==> src/hdl/plz_pkg.sv <==
// plz_pkg: types, constants and control structs shared by the palette/lz line decoder
// used by the channel interfaces' users, the controller, the datapath and the top level
package plz_pkg;

    localparam int PAL_ENTRIES_DEF = 4096;
    localparam int HIST_PIXELS_DEF = 512;

    localparam logic [15:0] COPY_FLAG  = 16'h8000;
    localparam logic [5:0]  LEN_MASK   = 6'h3F;
    localparam logic [12:0] COUNT_MASK = 13'h1FFF;
    localparam logic [15:0] RUN_BIT    = 16'h4000;
    localparam logic [15:0] BYTE_BIT   = 16'h2000;
    localparam logic [7:0]  SUBOP_COPY = 8'h80;
    localparam logic [10:0] DIST_BASE  = 11'd1024;

    typedef enum logic [2:0] {
        PH_OPCODE   = 3'd0,
        PH_B_RUNIDX = 3'd1,
        PH_B_SUBOP  = 3'd2,
        PH_B_LIST   = 3'd3,
        PH_B_BACKLO = 3'd4,
        PH_W_OPHI   = 3'd5,
        PH_W_IDX    = 3'd6,
        PH_W_IDXHI  = 3'd7
    } phase_t;

    typedef enum logic [1:0] {
        ACT_NONE  = 2'd0,
        ACT_PIXEL = 2'd1,
        ACT_COPY  = 2'd2
    } act_t;

    typedef enum logic [3:0] {
        ST_CLEAR  = 4'd0,
        ST_IDLE   = 4'd1,
        ST_READ   = 4'd2,
        ST_PIXEL  = 4'd3,
        ST_PUSH   = 4'd4,
        ST_CRD_A  = 4'd5,
        ST_CWR_A  = 4'd6,
        ST_CRD_B  = 4'd7,
        ST_CWR_B  = 4'd8,
        ST_EMIT   = 4'd9
    } state_t;

    typedef struct packed {
        logic in_ready;
        logic clr_wr;
        logic pal_rd;
        logic px_emit;
        logic push;
        logic cp_rd;
        logic cp_wr_a;
        logic cp_wr_b;
        logic cp_emit;
    } cmd_t;

    typedef struct packed {
        act_t act;
        logic clr_last;
        logic push_single;
        logic push_last;
        logic rem_one;
        logic rem_zero;
        logic out_free;
    } status_t;

endpackage

==> src/hdl/plz_ctrl.sv <==
// plz_ctrl: sequencing state machine of the decoder
// depends on plz_pkg; drives the datapath through cmd_t and watches status_t
module plz_ctrl
    import plz_pkg::*;
(
    input  logic    clk,
    input  logic    rst_n,
    input  logic    in_valid,
    input  status_t st,
    output cmd_t    cmd
);

    state_t state_reg, state_next;

    always_ff @(posedge clk or negedge rst_n)
    begin
        if (!rst_n)
            state_reg <= ST_CLEAR;
        else
            state_reg <= state_next;
    end

    always_comb
    begin
        state_next = state_reg;
        cmd = '0;
        case (state_reg)
            ST_CLEAR:
            begin
                cmd.clr_wr = 1'b1;
                if (st.clr_last)
                    state_next = ST_IDLE;
            end
            ST_IDLE:
            begin
                cmd.in_ready = 1'b1;
                if (in_valid)
                begin
                    case (st.act)
                        ACT_PIXEL: state_next = ST_READ;
                        ACT_COPY:  state_next = ST_CRD_A;
                        default:   state_next = ST_IDLE;
                    endcase
                end
            end
            ST_READ:
            begin
                cmd.pal_rd = 1'b1;
                state_next = ST_PIXEL;
            end
            ST_PIXEL:
            begin
                if (st.out_free)
                begin
                    cmd.px_emit = 1'b1;
                    state_next = st.push_single ? ST_IDLE : ST_PUSH;
                end
            end
            ST_PUSH:
            begin
                // remaining history fill of a run
                cmd.push = 1'b1;
                if (st.push_last)
                    state_next = ST_IDLE;
            end
            ST_CRD_A:
            begin
                cmd.cp_rd = 1'b1;
                state_next = ST_CWR_A;
            end
            ST_CWR_A:
            begin
                cmd.cp_wr_a = 1'b1;
                state_next = st.rem_one ? ST_EMIT : ST_CRD_B;
            end
            ST_CRD_B:
            begin
                cmd.cp_rd = 1'b1;
                state_next = ST_CWR_B;
            end
            ST_CWR_B:
            begin
                cmd.cp_wr_b = 1'b1;
                state_next = ST_EMIT;
            end
            ST_EMIT:
            begin
                if (st.out_free)
                begin
                    cmd.cp_emit = 1'b1;
                    state_next = st.rem_zero ? ST_IDLE : ST_CRD_A;
                end
            end
            default:
            begin
                state_next = ST_IDLE;
            end
        endcase
    end

endmodule

==> config.mk <==
export PLATFORM = sky130hd
export DESIGN_NAME = plz_ctrl
export DESIGN_NICKNAME = d
export VERILOG_FILES = /design/src/hdl/plz_pkg.sv /design/src/hdl/plz_ctrl.sv
export SDC_FILE = /design/constraint.sdc
export NUM_CORES = 1
export LEC_CHECK = 0
export ABC_AREA = 1
export BUFFER_PORTS_ARGS = -buffer_cell sky130_fd_sc_hd__buf_2
export CAP_MARGIN = 20
export CORE_AREA = 2 2 39 41
export CTS_BUF_LIST = sky130_fd_sc_hd__clkbuf_8
export DETAILED_ROUTE_END_ITERATION = 7
export DIE_AREA = 0 0 41 43
export GPL_ROUTABILITY_DRIVEN = 0
export GPL_TIMING_DRIVEN = 1
export PLACE_DENSITY_LB_ADDON = 0.2
export SLEW_MARGIN = 5
export SYNTH_ARGS = -nofsm -noshare
export SYNTH_HDL_FRONTEND = slang
export SYNTH_SLANG_ARGS = --single-unit
==> constraint.sdc <==
create_clock -name clk -period 1.7 [get_ports clk]
set_clock_uncertainty 0.1 [all_clocks]
set_input_delay 0.255 -clock clk [delete_from_list [all_inputs] [get_ports clk]]
set_output_delay 0.255 -clock clk [all_outputs]
set_load 0.005 [all_outputs]
# Word level (Yosys, flattened, before mapping)
# Cells that the tools add are included.
# Widths: inputs -> output; s select.
# classes
eq_ne,16
mux,20
n_reduce_logical,3
# op_table
operator,n
$pmux 4 s10,1
$mux 4,6
$eq 4x3->1 const B,4
$mux 1,10
$ne 2x2->1 const B,5
$eq 4x2->1 const B,2
$eq 4x4->1 const B,2
$mux 3,2
$pmux 3 s2,1
$reduce_and 5->1,1
$eq 4x1->1 const B,1
$logic_not 4->1,1
$eq 2x1->1 const B,1
$eq 2x2->1 const B,1
$reduce_or 2->1,1
# word_totals
ff_bits,4
in_bits,11
output_inout_bits,9
wordCells,40

# Depth between registers and ports, before layout
# logic_depth
word_depth,4
ltp_mapped,8
mapped_depth_nobuf,8

# Worst setup path after synthesis
# Ideal clock, no wire load.
# synth_timing
kind,register to register
start,register state_reg[2]
end,register state_reg[0]
setup_ps,121
t_arrival_ps,1065
required_time_ps,1479
path_slack_ps,414
stages_incl_launch_ff,7
n_path_buf,0
synth_period_minus_slack_ps,1286
cell_sequence,dfrtp_1 -> nor2_2 -> nand3_1 -> nand2_1 -> inv_1 -> nand3_2 -> nand2_1
# synth_between
elab_chain_len,3
word_cells_on_any_way,17
classes_between,eq/ne (14); mux (1); reduce/logical (2)
# synth_lines
item,line_no,text
"start, declared",plz_ctrl.sv:13,"state_t state_reg, state_next;"
"start signal, assigned",plz_ctrl.sv:20,state_reg <= state_next;
$eq 4x3->1 (tied with other cells),plz_ctrl.sv:27,case (state_reg)
$ne 2x2->1 (no line),n/a,
$reduce_and 5->1 (no line),n/a,
# Several ways; a longest one is shown, not always the timed one.
# A chain may end at the register's enable or synchronous reset.

==> metrics.csv <==
stage,metric,value,unit
global_routing,use_met2,24.1,%
hold_path,whs_path_depth,3,
global_routing,met1_usage,16.6,%
layout,final_util,46.1,%
floorplanning,num_io_pins,20,
cts,cts_made_buffers,3,
global_routing,grtUsageTotal,14.1,%
logic_synthesis,synth_ff_type,dfrtp_1,
global_routing,antenna_found_initial,0,
power,p_clk_share,21.5,%
drt,wire_per_inst,9.02,um
global_routing,grt_pass1_wl,1750,um
worst_setup_path,crit_path_end_kind,output pin,
hold_path,hp-class,input port to flop,
placement,placed_area,573,um^2
drt,viasPerCell,4.48,
logic_synthesis,synth_top_area_cell,dfrtp_1,
cts,cts_root_buf,clkbuf_8,
worst_setup_path,r2r-end,state_reg[1],
global_routing,overflow,0,
power,switching_share,46.6,%
timing,setup_violations,0,
logic_synthesis,avgSynthCellArea,5.63,um^2
cts,htreeDepth,1,
worst_setup_path,r2r_cells,7,
floorplanning,coreArea,1380,um^2
worst_setup_path,startpoint_type,flop,
logic_synthesis,mappedNetlistArea,450,um^2
drt,postRouteAntennaNets,0,
worst_setup_path,crit_path_max_fanout,5,
timing,fin_crit_sh,94.1,%
layout,nFillCells,166,
drt,dr.pass1.iters,3,
layout,stdcell_area,638,um^2
layout,areaGrowthSynthToFinish,41.7,%
floorplanning,initial_utilization,32.5,%
logic_synthesis,synth_cells,80,
run,cap_violations,0,
power,vdd_drop_max,0.501,mV
power,cellPowerDensity,1420,nW/um^2
drt,routed_wl,1080,um
outcome,status,completed,
layout,drive_above_1_share,31.7,%
timing,hold_violations,0,
cts,cts_setup_buffers,0,
worst_setup_path,regToRegSetupSlack,0.34,ns
logic_synthesis,syn_nets,91,
hold_path,hold_start,st[2],
cts,clockBufferDepth,2,
logic_synthesis,post-synth-top-area-fraction,22.2,%
global_routing,grtUsageMet3,4.71,%
logic_synthesis,synth_seq_cells,4,
power,pwr-share-seq,21.2,%
cts,clkLatencyLatePin,0.21,ns
worst_setup_path,worstSetupPathType,flop to output pin,
layout,multi_input_area,292,um^2
logic_synthesis,synth-edff-count,0,
worst_setup_path,worstPathRequired,1.34,ns
logic_synthesis,ys_seq_area_share,22.2,%
timing,maxSlewViolCount,0,
timing,relSlewSlack,82.2,%
timing,worst_slew_pin_slew,0.266,ns
floorplanning,dieHeight,43,um
cts,clkTransAtPathRegs,0.03,ns
drt,drt_iter0_markers,8,
power,p_int,0.484,mW
worst_setup_path,cp.arrival,1.24,ns
timing,period_needed,1.60,ns
global_routing,grt_max_degree,11,
placement,hpwl,919,um
timing,rsz0062_at_grt,yes,
logic_synthesis,ys_warn_count,0,
floorplanning,die_x,41,um
floorplanning,die_area,1760,um^2
cts,clock-sinks,4,
cts,cts_tree,built,
power,p_leak,0.409,nW
drt,drc,0,
logic_synthesis,yosysMostFrequentCell,nand2_1,
logic_synthesis,async_flop_share,100,%
drt,num_vias,537,
global_routing,top_usage_layer,met2,
hold_path,min_to,state_reg[3],
placement,io_buffers,19,
timing,max_freq,625,MHz
power,p_switching,0.423,mW
layout,seq_area,101,um^2
worst_setup_path,rr_startpoint,state_reg[3],
layout,largest_register_ffs,4,
global_routing,grt_pass1_vias,464,
layout,antenna_cells,0,
logic_synthesis,synth_cell_types,14,
power,p_total,0.907,mW
logic_synthesis,synthTopCellsByCount,"21 x nand2_1, 18 x inv_1, 14 x nor2_1",
logic_synthesis,yosys-top-cells-area,"dfrtp_1 22%, nand2_1 18%, inv_1 15%",
timing,setup_tns,0,ns
power,pwr-share-comb,57.3,%
layout,finalNetCount,117,
floorplanning,rows,14,
## layout make-up
type                       count  share of cell area, %
timing repair buffer          21                   17.6
multi-input combinational     57                   45.7
sequential                     4                   15.9
inverter                      19                   11.2
clock buffer                   3                   6.47
tap                           16                   3.14
## cell families (layout without fill, tap and decap cells)
family | count (synthesis) | in the layout | synth area share (%)
buf+inv | 19 | 43 | 15.8
simple gates | 55 | 55 | 58.6
flops | 4 | 4 | 22.2
compound gates | 2 | 2 | 3.33
## worst max-delay path by stage
stage | slack, ns | depth (start not counted) | endpoint | from
2_1_floorplan | 0.41 | 6 | state_reg[0] | state_reg[2]
3_3_place_gp | 0.21 | 4 | cmd[1] | state_reg[1]
3_5_place_dp | 0.18 | 4 | cmd[1] | state_reg[1]
4_1_cts | 0.03 | 4 | cmd[1] | state_reg[1]
5_1_grt | -0.005 | 5 | cmd[0] | state_reg[3]
6_report | 0.10 | 5 | cmd[2] | state_reg[2]
## critical path: stages, from the launching register on
cell	delay, ns
dfrtp_1	0.39
inv_1	0.08
nor2_2	0.19
inv_1	0.10
nor3_1	0.13
buf_2	0.14
## routing by layer
metal | part of all wire, % | vias up | wire, um
li1 | - | 295 | -
met1 | 48 | 230 | 515
met2 | 48 | 12 | 518
met3 | 4.4 | 0 | 48
met4 | 0 | 0 | 0
met5 | 0 | - | 0
## power by group through the flow
stage,Combinational [mW],Clock [mW],Sequential (mW)
final,0.520,0.195,0.192
after global routing,0.595,0.208,0.199
after CTS,0.518,0.202,0.183
after detailed placement,0.511,0,0.181
after global placement,0.514,0,0.180
after floorplan,0.362,0,0.169
## timing repair
| action | CTS | global route |
|---|---|---|
| hold buffers | 1 | 0 |
| endpoints found under the hold margin | 4 | 0 |
| cloned | 0 | 0 |
| pin swaps | 0 | 0 |
| resized for setup | 1 | 3 |
| endpoints found under the setup margin | 1 | 2 |
## stage by stage
stage | worst slack (ns) | std cells | hold WS (ns)
2_1_floorplan | 0.414 | 80 | -0.141
3_3_place_gp | 0.214 | 116 | -0.0404
3_5_place_dp | 0.184 | 116 | -0.0389
4_1_cts | 0.0298 | 120 | 0.225
5_1_grt | -0.00511 | 120 | 0.261
6_report | 0.101 | 120 | 0.228
## placed cells by master (no fill, tap or decap)
master / n
dlygate4sd3_1: 1
inv_2: 1
nand3_2: 3
nor3_2: 1
o211ai_1: 1
nand4_1: 1
nor2_2: 2
nand3_1: 8
dfrtp_1: 3
nor2_4: 2
nor2_1: 13
inv_1: 18
nand3b_1: 3
buf_2: 19
dfrtp_2: 1
nor3_1: 1
o21bai_1: 1
buf_4: 1
nand2_1: 21
clkbuf_8: 3
Power figures use the tool's default switching activity.
